**src/rtl/dfne_pkg.sv**
```systemverilog
`timescale 1ns / 1ps
// ----------------------------------------------------------------------------
// dfne_pkg
// Shared types and constants of the delimited field number extractor.
// ----------------------------------------------------------------------------
package dfne_pkg;

	// default width of the digit accumulator
	localparam int VALUE_WIDTH_DEF = 32;

	// register indexes on the configuration port
	localparam logic [7:0] REG_FIELD_INDEX   = 8'd0;
	localparam logic [7:0] REG_MAX_FIELD_LEN = 8'd1;
	localparam logic [7:0] REG_DELIMITER     = 8'd2;
	localparam logic [7:0] REG_MODE          = 8'd3;

	// field handling modes
	localparam logic [1:0] MODE_INT16  = 2'd0;
	localparam logic [1:0] MODE_INT32  = 2'd1;
	localparam logic [1:0] MODE_QUOTED = 2'd2;

	// result kinds
	localparam logic [1:0] KIND_CHAR    = 2'd0;
	localparam logic [1:0] KIND_DONE    = 2'd1;
	localparam logic [1:0] KIND_MISSING = 2'd2;

	// special characters
	localparam logic [7:0] CH_NUL   = 8'h00;
	localparam logic [7:0] CH_TAB   = 8'h09;
	localparam logic [7:0] CH_LF    = 8'h0A;
	localparam logic [7:0] CH_VT    = 8'h0B;
	localparam logic [7:0] CH_FF    = 8'h0C;
	localparam logic [7:0] CH_CR    = 8'h0D;
	localparam logic [7:0] CH_SPACE = 8'h20;
	localparam logic [7:0] CH_QUOTE = 8'h22;
	localparam logic [7:0] CH_PLUS  = 8'h2B;
	localparam logic [7:0] CH_MINUS = 8'h2D;
	localparam logic [7:0] CH_ZERO  = 8'h30;
	localparam logic [7:0] CH_NINE  = 8'h39;

	// register settings seen by the parser
	typedef struct packed {
		logic [7:0] field_index;
		logic [7:0] max_field_len;
		logic [7:0] delimiter;
		logic [1:0] mode;
	} cfg_t;

	// one result item
	typedef struct packed {
		logic [1:0]  kind;
		logic [7:0]  char_out;
		logic [31:0] value;
		logic        last;
	} res_t;

endpackage

```
**src/rtl/dfne_cfg_regs.sv**
```systemverilog
`timescale 1ns / 1ps
// ----------------------------------------------------------------------------
// dfne_cfg_regs
// Configuration register file, written through the index/data channel.
// ----------------------------------------------------------------------------
module dfne_cfg_regs (
	input  logic              clk,
	input  logic              arst_n,
	input  logic              wr_en,
	input  logic [7:0]        wr_index,
	input  logic [7:0]        wr_data,
	output dfne_pkg::cfg_t    cfg
);

	dfne_pkg::cfg_t cfg_q;

	always_ff @(posedge clk or negedge arst_n) begin
		if (!arst_n) begin
			cfg_q.field_index   <= 8'd0;
			cfg_q.max_field_len <= 8'd9;
			cfg_q.delimiter     <= 8'd44;
			cfg_q.mode          <= dfne_pkg::MODE_INT16;
		end else if (wr_en) begin
			unique case (wr_index)
				dfne_pkg::REG_FIELD_INDEX:   cfg_q.field_index   <= wr_data;
				dfne_pkg::REG_MAX_FIELD_LEN: cfg_q.max_field_len <= wr_data;
				dfne_pkg::REG_DELIMITER:     cfg_q.delimiter     <= wr_data;
				dfne_pkg::REG_MODE:          cfg_q.mode          <= wr_data[1:0];
				default: ;
			endcase
		end
	end

	assign cfg = cfg_q;

endmodule

```
**src/rtl/dfne_parser.sv**
```systemverilog
`timescale 1ns / 1ps
// ----------------------------------------------------------------------------
// dfne_parser
// Per-line parse state and the combinational step that handles one byte.
// ----------------------------------------------------------------------------
module dfne_parser #(
	parameter int VALUE_WIDTH = dfne_pkg::VALUE_WIDTH_DEF
) (
	input  logic              clk,
	input  logic              arst_n,
	input  logic              step_en,
	input  logic [7:0]        char_in,
	input  logic              line_start,
	input  dfne_pkg::cfg_t    cfg,
	output logic              res_valid,
	output dfne_pkg::res_t    res
);

	typedef enum logic [2:0] {
		PH_IDLE,
		PH_SKIP,
		PH_WS,
		PH_DIG,
		PH_QOPEN,
		PH_QSTR,
		PH_DONE
	} phase_t;

	phase_t                   phase_q, ph_n;
	logic [7:0]               delims_q, delims_n;
	logic [7:0]               bytes_q, bytes_n;
	logic [VALUE_WIDTH-1:0]   acc_q, acc_n;
	logic                     neg_q, neg_n;
	logic                     over_q, over_n;

	logic                     emit;
	logic                     emit_num;
	logic [1:0]               kind;
	logic [7:0]               ch_out;
	logic                     last;
	logic                     is_term;
	logic                     is_digit;
	logic                     is_space;
	logic [VALUE_WIDTH-1:0]   digit_val;
	logic [VALUE_WIDTH-1:0]   signed_acc;
	logic [63:0]              sext_acc;
	logic [31:0]              num_value;

	assign is_term  = (char_in == dfne_pkg::CH_CR) || (char_in == dfne_pkg::CH_LF) ||
		(char_in == dfne_pkg::CH_NUL);
	assign is_digit = (char_in >= dfne_pkg::CH_ZERO) && (char_in <= dfne_pkg::CH_NINE);
	assign is_space = (char_in == dfne_pkg::CH_SPACE) || (char_in == dfne_pkg::CH_TAB) ||
		(char_in == dfne_pkg::CH_VT) || (char_in == dfne_pkg::CH_FF);
	assign digit_val = VALUE_WIDTH'(char_in - dfne_pkg::CH_ZERO);

	always_comb begin
		ph_n     = phase_q;
		delims_n = delims_q;
		bytes_n  = bytes_q;
		acc_n    = acc_q;
		neg_n    = neg_q;
		over_n   = over_q;
		emit     = 1'b0;
		emit_num = 1'b0;
		kind     = dfne_pkg::KIND_DONE;
		ch_out   = 8'd0;
		last     = 1'b1;

		// a new line restarts from any phase, this byte included
		if (line_start) begin
			delims_n = 8'd0;
			if (cfg.field_index == 8'd0) begin
				bytes_n = 8'd0;
				acc_n   = '0;
				neg_n   = 1'b0;
				over_n  = 1'b0;
				if (cfg.mode == dfne_pkg::MODE_QUOTED) begin
					ph_n = PH_QOPEN;
				end else begin
					ph_n = PH_WS;
					if (cfg.max_field_len == 8'd0) begin
						emit     = 1'b1;
						emit_num = 1'b1;
					end
				end
			end else begin
				ph_n = PH_SKIP;
			end
		end

		if (!emit) begin
			case (ph_n)
				PH_SKIP: begin
					if (char_in == dfne_pkg::CH_NUL) begin
						emit = 1'b1;
						kind = dfne_pkg::KIND_MISSING;
					end else if (char_in == cfg.delimiter) begin
						delims_n = delims_n + 8'd1;
						if (delims_n >= cfg.field_index) begin
							bytes_n = 8'd0;
							acc_n   = '0;
							neg_n   = 1'b0;
							over_n  = 1'b0;
							if (cfg.mode == dfne_pkg::MODE_QUOTED) begin
								ph_n = PH_QOPEN;
							end else begin
								ph_n = PH_WS;
								if (cfg.max_field_len == 8'd0) begin
									emit     = 1'b1;
									emit_num = 1'b1;
								end
							end
						end
					end
				end
				PH_WS, PH_DIG: begin
					if (is_term || char_in == cfg.delimiter) begin
						emit     = 1'b1;
						emit_num = 1'b1;
					end else begin
						// atoi style: blanks, one sign, then digits until a non-digit
						if (!over_n) begin
							if (ph_n == PH_WS) begin
								if (is_space) begin
									ph_n = PH_WS;
								end else if (char_in == dfne_pkg::CH_PLUS ||
									char_in == dfne_pkg::CH_MINUS) begin
									neg_n = (char_in == dfne_pkg::CH_MINUS);
									ph_n  = PH_DIG;
								end else if (is_digit) begin
									acc_n = digit_val;
									ph_n  = PH_DIG;
								end else begin
									over_n = 1'b1;
								end
							end else if (is_digit) begin
								// times ten as two shifted copies
								acc_n = (acc_n << 3) + (acc_n << 1) + digit_val;
							end else begin
								over_n = 1'b1;
							end
						end
						bytes_n = bytes_n + 8'd1;
						if (bytes_n >= cfg.max_field_len) begin
							emit     = 1'b1;
							emit_num = 1'b1;
						end
					end
				end
				PH_QOPEN: begin
					if (char_in != dfne_pkg::CH_QUOTE) begin
						emit = 1'b1;
						kind = dfne_pkg::KIND_MISSING;
					end else if (cfg.max_field_len == 8'd0) begin
						emit = 1'b1;
					end else begin
						bytes_n = 8'd0;
						ph_n    = PH_QSTR;
					end
				end
				PH_QSTR: begin
					if (is_term || char_in == dfne_pkg::CH_QUOTE) begin
						emit = 1'b1;
					end else begin
						bytes_n = bytes_n + 8'd1;
						emit    = 1'b1;
						kind    = dfne_pkg::KIND_CHAR;
						ch_out  = char_in;
						last    = (bytes_n >= cfg.max_field_len);
					end
				end
				default: ;
			endcase
		end

		if (emit && last) begin
			ph_n = PH_DONE;
		end
	end

	// number output: negate, sign-extend from the accumulator width, then trim by mode
	assign signed_acc = neg_n ? (VALUE_WIDTH'(0) - acc_n) : acc_n;
	assign sext_acc   = 64'(signed'(signed_acc));
	assign num_value  = (cfg.mode == dfne_pkg::MODE_INT16) ?
		{{16{sext_acc[15]}}, sext_acc[15:0]} : sext_acc[31:0];

	assign res_valid    = emit;
	assign res.kind     = kind;
	assign res.char_out = ch_out;
	assign res.value    = emit_num ? num_value : 32'd0;
	assign res.last     = last;

	always_ff @(posedge clk or negedge arst_n) begin
		if (!arst_n) begin
			phase_q  <= PH_IDLE;
			delims_q <= 8'd0;
			bytes_q  <= 8'd0;
			acc_q    <= '0;
			neg_q    <= 1'b0;
			over_q   <= 1'b0;
		end else if (step_en) begin
			phase_q  <= ph_n;
			delims_q <= delims_n;
			bytes_q  <= bytes_n;
			acc_q    <= acc_n;
			neg_q    <= neg_n;
			over_q   <= over_n;
		end
	end

endmodule

```
**src/rtl/delimited_field_number_extractor.sv**
```systemverilog
`timescale 1ns / 1ps
// ----------------------------------------------------------------------------
// delimited_field_number_extractor
// Picks one delimited field out of a response line and returns it as a
// number or as the characters of a quoted string.
// ----------------------------------------------------------------------------
// Bytes of a response line enter on the slave stream, one per transfer, with
// tuser[0] set on the first byte of each line. The block skips field_index
// delimiters and then either converts the field like atoi (16 or 32 bit
// result, sign-extended) or, in quoted mode, streams out each character
// between the quotes. At most one result leaves per input byte, and the final
// result of a line carries tlast. Throughput is one byte per clock while the
// result stream does not stall: a byte goes from the input register through
// one step of the parser into the result register. The accumulator's
// multiply by ten is a shift-and-add inside that one step.
// Configuration writes should be made while no bytes are in flight.
// ----------------------------------------------------------------------------
module delimited_field_number_extractor #(
	parameter int VALUE_WIDTH = dfne_pkg::VALUE_WIDTH_DEF
) (
	input  logic        clk,
	input  logic        arst_n,
	// input byte stream
	input  logic        s_tvalid,
	output logic        s_tready,
	input  logic [7:0]  s_tdata,   // [7:0] char_in
	input  logic [0:0]  s_tuser,   // [0] line_start
	// result stream
	output logic        m_tvalid,
	input  logic        m_tready,
	output logic [39:0] m_tdata,   // [7:0] char_out, [39:8] value
	output logic [1:0]  m_tuser,   // [1:0] kind
	output logic        m_tlast,
	// configuration write channel
	input  logic        cfg_valid,
	output logic        cfg_ready,
	input  logic [7:0]  cfg_index,
	input  logic [7:0]  cfg_data
);

	dfne_pkg::cfg_t cfg;
	dfne_pkg::res_t res;
	dfne_pkg::res_t res_q;
	logic           res_valid;

	logic           s1_valid_q;
	logic [7:0]     char_s1;
	logic           ls_s1;
	logic           out_valid_q;
	logic           advance;
	logic           in_xfer;

	// register writes are always accepted
	assign cfg_ready = 1'b1;

	dfne_cfg_regs u_cfg (
		.clk      (clk),
		.arst_n   (arst_n),
		.wr_en    (cfg_valid & cfg_ready),
		.wr_index (cfg_index),
		.wr_data  (cfg_data),
		.cfg      (cfg)
	);

	// the held byte moves on once the result register is free or draining
	assign advance  = s1_valid_q & (~out_valid_q | m_tready);
	assign s_tready = ~s1_valid_q | advance;
	assign in_xfer  = s_tvalid & s_tready;

	// input register
	always_ff @(posedge clk or negedge arst_n) begin
		if (!arst_n) begin
			s1_valid_q <= 1'b0;
		end else if (in_xfer) begin
			s1_valid_q <= 1'b1;
		end else if (advance) begin
			s1_valid_q <= 1'b0;
		end
	end

	always_ff @(posedge clk) begin
		if (in_xfer) begin
			char_s1 <= s_tdata;
			ls_s1   <= s_tuser[0];
		end
	end

	dfne_parser #(
		.VALUE_WIDTH (VALUE_WIDTH)
	) u_parser (
		.clk        (clk),
		.arst_n     (arst_n),
		.step_en    (advance),
		.char_in    (char_s1),
		.line_start (ls_s1),
		.cfg        (cfg),
		.res_valid  (res_valid),
		.res        (res)
	);

	// result register, refilled in the cycle it drains
	always_ff @(posedge clk or negedge arst_n) begin
		if (!arst_n) begin
			out_valid_q <= 1'b0;
		end else if (advance & res_valid) begin
			out_valid_q <= 1'b1;
		end else if (m_tready) begin
			out_valid_q <= 1'b0;
		end
	end

	always_ff @(posedge clk) begin
		if (advance & res_valid) begin
			res_q <= res;
		end
	end

	assign m_tvalid = out_valid_q;
	assign m_tdata  = {res_q.value, res_q.char_out};
	assign m_tuser  = res_q.kind;
	assign m_tlast  = res_q.last;

`ifndef SYNTH
	// anything but a string character closes the line
	a_nonchar_is_last: assert property (@(posedge clk) disable iff (!arst_n)
		m_tvalid && m_tuser != dfne_pkg::KIND_CHAR |-> m_tlast)
		else $error("non-character result without tlast");

	// character field is zero unless a character is returned
	a_char_zero: assert property (@(posedge clk) disable iff (!arst_n)
		m_tvalid && m_tuser != dfne_pkg::KIND_CHAR |-> m_tdata[7:0] == 8'd0)
		else $error("char_out set on a non-character result");

	// an empty input register always takes a byte
	a_input_free: assert property (@(posedge clk) disable iff (!arst_n)
		!s1_valid_q |-> s_tready)
		else $error("input stalled with empty input register");

	// a string character carries no number
	a_char_no_value: assert property (@(posedge clk) disable iff (!arst_n)
		m_tvalid && m_tuser == dfne_pkg::KIND_CHAR |-> m_tdata[39:8] == 32'd0)
		else $error("value set on a character result");
`endif

endmodule
```
**config.mk**
```make
export PLATFORM = sky130hd
export DESIGN_NAME = delimited_field_number_extractor
export DESIGN_NICKNAME = d
export VERILOG_FILES = /design/src/rtl/dfne_pkg.sv /design/src/rtl/dfne_cfg_regs.sv /design/src/rtl/dfne_parser.sv /design/src/rtl/delimited_field_number_extractor.sv
export SDC_FILE = /design/constraint.sdc
export NUM_CORES = 1
export LEC_CHECK = 0
export BUFFER_PORTS_ARGS = -buffer_cell sky130_fd_sc_hd__buf_4
export CORE_MARGIN = 3
export CORE_UTILIZATION = 50
export CTS_CLUSTER_SIZE = 10
export DETAILED_ROUTE_END_ITERATION = 7
export PLACE_DENSITY_LB_ADDON = 0.1
export SLEW_MARGIN = 20
export SYNTH_ARGS = -nofsm -noshare
export SYNTH_HDL_FRONTEND = slang
export SYNTH_HIERARCHICAL = 1
export SYNTH_SLANG_ARGS = --single-unit
```
**constraint.sdc**
```tcl
create_clock -name clk -period 9.5 [get_ports clk]
set_input_delay 0.475 -clock clk [delete_from_list [all_inputs] [get_ports clk]]
set_output_delay 0.475 -clock clk [all_outputs]
set_load 0.02 [all_outputs]
```
# ---- After elaboration in Yosys (flattened, before gate mapping)
# Index checks and enable logic that the tools add are counted.
dict set report totals {
  output_inout_bits 46
  in_bits 30
  regBits 133
}
dict set report op_classes {
  order_cmp 4
  reduce_logical 23
  addsub 6
  n_bitwise 8
  n_eq_ne 20
  muxes 100
}
# cell n
set op_table {}
lappend op_table {{two-way mux 32 bit} 15}
lappend op_table {{two-way mux 8 bit} 15}
lappend op_table {{adder 32 bit} 2}
lappend op_table {{one-hot mux 32 bit (2 select lines)} 1}
lappend op_table {{two-way mux 3 bit} 16}
lappend op_table {{two-way mux 1 bit} 44}
lappend op_table {{equality test 8 x 4 -> 1 bit (second input constant)} 5}
lappend op_table {{equality test 8 x 6 -> 1 bit (second input constant)} 4}
lappend op_table {{zero test 8 bit} 4}
lappend op_table {{one-hot mux 8 bit (4 select lines)} 1}
lappend op_table {{subtractor 1 x 32 -> 32 bit (first input constant)} 1}
lappend op_table {{adder 8 x 1 -> 8 bit (second input constant)} 2}
lappend op_table {{equality test 8 x 2 -> 1 bit (second input constant)} 2}
lappend op_table {{greater-or-equal comparator 8 bit} 2}
lappend op_table {{one-hot mux 3 bit (3 select lines)} 1}
lappend op_table {{subtractor 8 x 6 -> 9 bit (second input constant)} 1}
lappend op_table {{equality test 8 x 1 -> 1 bit (second input constant)} 1}
lappend op_table {{equality test 8 bit} 1}
lappend op_table {{greater-or-equal comparator 8 x 6 -> 1 bit (second input constant)} 1}
lappend op_table {{less-or-equal comparator 8 x 6 -> 1 bit (second input constant)} 1}
lappend op_table {{logical OR 1 bit} 8}
lappend op_table {{inequality test 8 x 6 -> 1 bit (second input constant)} 1}
lappend op_table {{AND reduction 2 bit} 4}
lappend op_table {{equality test 3 x 2 -> 1 bit (second input constant)} 2}
lappend op_table {{other kinds (15)} 26}

# ---- Longest topological paths before layout
dict set report depth {
  depth_word 14
  ltp_mapped 26
}

# ---- Cells and area by module
# The synthesis kept the hierarchy.
# mod area_per_inst_um2 cells_each instances
set modules_own_cells {}
lappend modules_own_cells {dfne_parser 8774.7 1177 1}
lappend modules_own_cells {delimited_field_number_extractor 1684.1 64 1}
lappend modules_own_cells {dfne_cfg_regs 1044.8 60 1}

# ---- Worst setup path before layout
# OpenSTA, ideal clock, no wires.
dict set report synth_timing {
  path_type {register to register}
  from {register ls_s1}
  to {register res_q, in the netlist m_tdata[31], data pin}
  arrival_ns 6.046
  slack_ns 3.308
  t_required_ns 9.354
  path_stages_with_launch 25
  cell_sequence {edfxtp_1 buf_2 nand3_1 clkbuf_1 buf_2 clkbuf_1 clkbuf_1 clkbuf_1 clkbuf_1 nand2_1 fa_1 inv_1 fa_1 a211oi_1 o21a_1 o21ai_0 xor2_1 a21oi_1 a2bb2oi_2 o211ai_1 nor4b_4 nand4_1 o21ai_0 mux2_2 a21oi_1}
}
dict set report synth_between {
  elab_chain_len 12
  word_cells_on_any_way 49
}
# item line_no
set synth_lines {}
lappend synth_lines {{start: declaration} delimited_field_number_extractor.sv:48} ;# logic ls_s1;
lappend synth_lines {{start signal: assignment} delimited_field_number_extractor.sv:84} ;# ls_s1 <= s_tuser[0];
lappend synth_lines {{two-way mux 32 bit} dfne_parser.sv:70} ;# if (line_start) begin
lappend synth_lines {{adder 32 bit / two-way mux 32 bit (equally long branches)} {dfne_parser.sv:138, dfne_parser.sv:130}}
lappend synth_lines {{adder 32 bit / two-way mux 32 bit (equally long branches)} {dfne_parser.sv:138, dfne_parser.sv:126}}
lappend synth_lines {{two-way mux 32 bit (on tied branches)} {dfne_parser.sv:136, dfne_parser.sv:124}}
lappend synth_lines {{two-way mux 32 bit} dfne_parser.sv:123} ;# if (ph_n == PH_WS) begin
lappend synth_lines {{two-way mux 32 bit} dfne_parser.sv:122} ;# if (!over_n) begin
lappend synth_lines {{two-way mux 32 bit} dfne_parser.sv:117} ;# if (is_term || char_in == cfg.delimiter) begin
lappend synth_lines {{one-hot mux 32 bit (2 select lines)} dfne_parser.sv:92} ;# case (ph_n)
lappend synth_lines {{two-way mux 32 bit} dfne_parser.sv:91} ;# if (!emit) begin
lappend synth_lines {{subtractor 1 x 32 -> 32 bit} dfne_parser.sv:182} ;# assign signed_acc = neg_n ? (VALUE_WIDTH'(0) - acc_n) : acc_n;
lappend synth_lines {{two-way mux 32 bit} dfne_parser.sv:182}
lappend synth_lines {{two-way mux 32 bit} dfne_parser.sv:184} ;# assign num_value = (cfg.mode == dfne_pkg::MODE_INT16) ?
lappend synth_lines {{end signal: assignment} delimited_field_number_extractor.sv:114} ;# res_q <= res;
lappend synth_lines {{end: declaration} delimited_field_number_extractor.sv:43} ;# dfne_pkg::res_t res_q;
# Parallel ways exist; a longest one is shown, timed or not.
# A chain may end at the register's enable or synchronous reset.

# ---- Worst setup path after layout
dict set report layout_timing {
  from {register ls_s1}
  to {register res_q, in the netlist m_tdata[39], data pin}
}
# The elaborated chain is that of the path after synthesis.

==> results.ini <==
[logic_synthesis]
synth_warnings=6
synth_top_area_frac=0.1653
syn_area_per_cell_um2=8.842
async_flop_share=0.6090
synthFlopType=dfrtp_1
netlist.top_cell.by_area=dfrtp_1
syn_inst=1301
ys_ff_latch=133
yosysUniqueCellTypes=100
syn-num-nets=1413
yosys-top-cells-area=dfrtp_1 (17%), edfxtp_1 (14%), ha_1 (6.0%)
yosys.cell_count.top_type=nand2_1
yosysSeqAreaShare=0.3125
synthesis.area_mm2=0.01150
ys_top_cells_by_count=nand2_1 (122), a21oi_1 (115), nor2_1 (109)
synth_edf_count=52

[hold_path]
hp-class=input pin to flop
whs_path_depth=1
whs_endpoint=char_s1[2]
min_from=s_tdata[2]

[route]
drc=0
first_pass_iters=6
detail_route.iter0.violations=1017
vias=10420
wirelength_mm=35.20
vias_per_cell=6.382
ant_nets=0
wl_per_cell_um=21.55

[die]
initial_utilization=0.5175
fp.dieH_um=157.7
fp.dieArea_mm2=0.02486
top_level_ports=76
rows=54
die_w_um=157.7
core-area_mm2=0.02223

[pwr]
ir_worst_vdd_mv=0.1169
power_density_mw_per_mm2=250.8
p_leak_nw=5.479

[timing]
setup_tns_ns=0
grt_setup_unrepaired=false
timing.fmax_mhz=148.7
drv_slew=0
slew_headroom=0.3070
setup_viol=0
finalCriticalPeriod_ns=6.727
finalHoldViolCount=0
clock-skew-final_ns=0.01130
fin_crit_sh=0.7081
tightest_slew_ns=1.034
setup_slack_ns=2.773

[job]
maxCapViolCount=0

[finish]
multi_input_area_mm2=0.007373
final_nets=1452
regArea_mm2=0.003595
drive_above_1_share=0.1678
n_fill_cell=2035
antennaDiodeCount=0
area_growth_pct=11.22

[critical_path]
rrSetupSlack_ns=2.77
r2r-end=m_tdata[39]
rr_startpoint=ls_s1
critPathLaunchType=flop
required_ns=9.67
criticalPathCategory=flop to flop
crit_start=ls_s1
cp.arrival_ns=6.90
r2r_cells=18
cp_max_fo=34
cp-end-kind=flop

[global_routing]
antenna_found_initial=0
grtUsageTotal=0.2851
grt_pass1_wl_mm=55.26
grt_overflow=0
grt_start_max_net_pins=67
grt_pass1_vias=10180

[clocking]
clk_latency_ns=0.44
cts-root-buf=clkbuf_16
clkSinkCount=133
h-tree-depth=4
cts_tree=yes
cts_buffers=17
clk_pin_slew_ns=0.07
cts_setup_buffers=0
cts_buffer_depth=2

[placed_design]
pre_cts_ws_ns=2.916
gp_congestion=0.9490
port_buffers=74
hpwlAfterDp_mm=26.72

[outcome]
outcome=completed

-- worst max-delay path by stage --
| stage | endpoint | slack (ns) |
|---|---|---|
| 6_report | m_tdata[39] | 2.77 |
| 5_1_grt | m_tdata[39] | 2.28 |
| 4_1_cts | m_tdata[39] | 2.87 |
| 3_5_place_dp | m_tdata[39] | 2.92 |
| 3_3_place_gp | m_tdata[39] | 2.92 |
| 2_1_floorplan | m_tdata[31] | 3.31 |
-- critical path, stage by stage, from the launching register on --
cell and delay [ns]:
edfxtp_1 0.88, nand3_2 0.79, nand2_1 0.52, inv_1 0.08
ha_1 0.21, ha_1 0.21, fa_1 0.41, a211oi_1 0.48
o21ai_0 0.28, o2bb2ai_1 0.25, o21ai_0 0.24, xnor2_1 0.22
o21ai_0 0.14, a21oi_1 0.53, nand4_1 0.34, nor4_1 0.44
a21oi_1 0.14, xnor2_1 0.21, a21oi_1 0.09
-- through the flow --
stage / instances / total power [mW] / area, µm² / util / hold slack [ns]
after floorplan: 1301 / 2.023 / 11500 / - / 0.1794
after detailed placement: 1600 / 2.520 / 12220 / 0.5495 / 0.3564
after global routing: 1633 / 3.405 / 12790 / 0.5756 / 0.2009
after global placement: 1600 / 2.511 / 12220 / 0.5495 / 0.3584
final: 1633 / 3.209 / 12790 / 0.5756 / 0.2113
after CTS: 1633 / 3.188 / 12790 / 0.5756 / 0.2026
-- final cells by class --
cell class / instances / share of cell area
Clock buffer: 17 / 0.03325
Clock inverter: 15 / 0.01125
Inverter: 69 / 0.02024
Multi-Input combinational cell: 1033 / 0.5763
Sequential cell: 133 / 0.2810
Tap cell: 280 / 0.02738
Timing Repair Buffer: 86 / 0.05066
-- state kept, by name (all words and copies together), names as in the netlist --
name,count
u_cfg/cfg,26
m_tlast,1
char_s1,8
m_tuser,2
u_parser/neg_q,1
m_tdata,40
s1_valid_q,1
u_parser/phase_q,3
u_parser/acc_q,32
m_tvalid,1
u_parser/over_q,1
u_parser/delims_q,8
ls_s1,1
u_parser/bytes_q,8
-- where the power goes --
group          leakage (nW)  switching (mW)  internal (mW)
clock network         0.269           0.293          0.366
registers              1.55           0.102          0.743
logic                  3.66            1.10          0.610
total                  5.48            1.49           1.72
-- placed cells by master, fill, tap and decap left out, drive strengths merged, types with 10 or more instances in the layout --
| master | synthesis | layout |
|---|---|---|
| xnor2 | 28 | 28 |
| o21ai | 91 | 91 |
| fa | 27 | 27 |
| and3 | 14 | 14 |
| nor4 | 17 | 17 |
| buf | 24 | 85 |
| ha | 55 | 55 |
| o31ai | 17 | 17 |
| a31oi | 18 | 18 |
| nor2 | 110 | 110 |
| dfrtp | 76 | 76 |
| a211oi | 13 | 13 |
| a21o | 18 | 18 |
| or2 | 10 | 10 |
| edfxtp | 52 | 52 |
| nand2 | 125 | 125 |
| inv | 68 | 75 |
| clkbuf | 42 | 17 |
| mux2 | 40 | 40 |
| o21a | 10 | 10 |
| o211ai | 11 | 11 |
| and2 | 43 | 43 |
| a21oi | 116 | 116 |
| xor2 | 35 | 35 |
| nor3 | 20 | 20 |
| nand3 | 35 | 35 |
| nand4 | 16 | 16 |
-- cell families (layout without fill, tap and decap cells) --
logic type / Yosys count / count (layout) / share of synthesized area
simple gates: 442 / 442 / 0.2055
compound gates: 396 / 396 / 0.2318
buf+inv: 135 / 187 / 0.04818
flops: 133 / 133 / 0.3125
fa+ha+maj: 82 / 82 / 0.1068
xor+xnor: 63 / 63 / 0.04797
mux: 49 / 49 / 0.04699
other cells: 1 / 1 / 0.0003260
-- timing repair --
action / CTS / global route
hold buffers: 1 / 0
gates resized for setup: 0 / 0
hold endpoints to repair: 15 / 0
-- metal layers --
layer / up-vias / global-route usage / share of wire
met4: 0 / 0.1227 / 0.045
met3: 118 / 0.04292 / 0.058
met5: - / 0 / 0
met2: 480 / 0.4966 / 0.50
met1: 4980 / 0.3514 / 0.40
li1: 4844 / - / -
No activity file was read; power rests on OpenSTA's default activity.
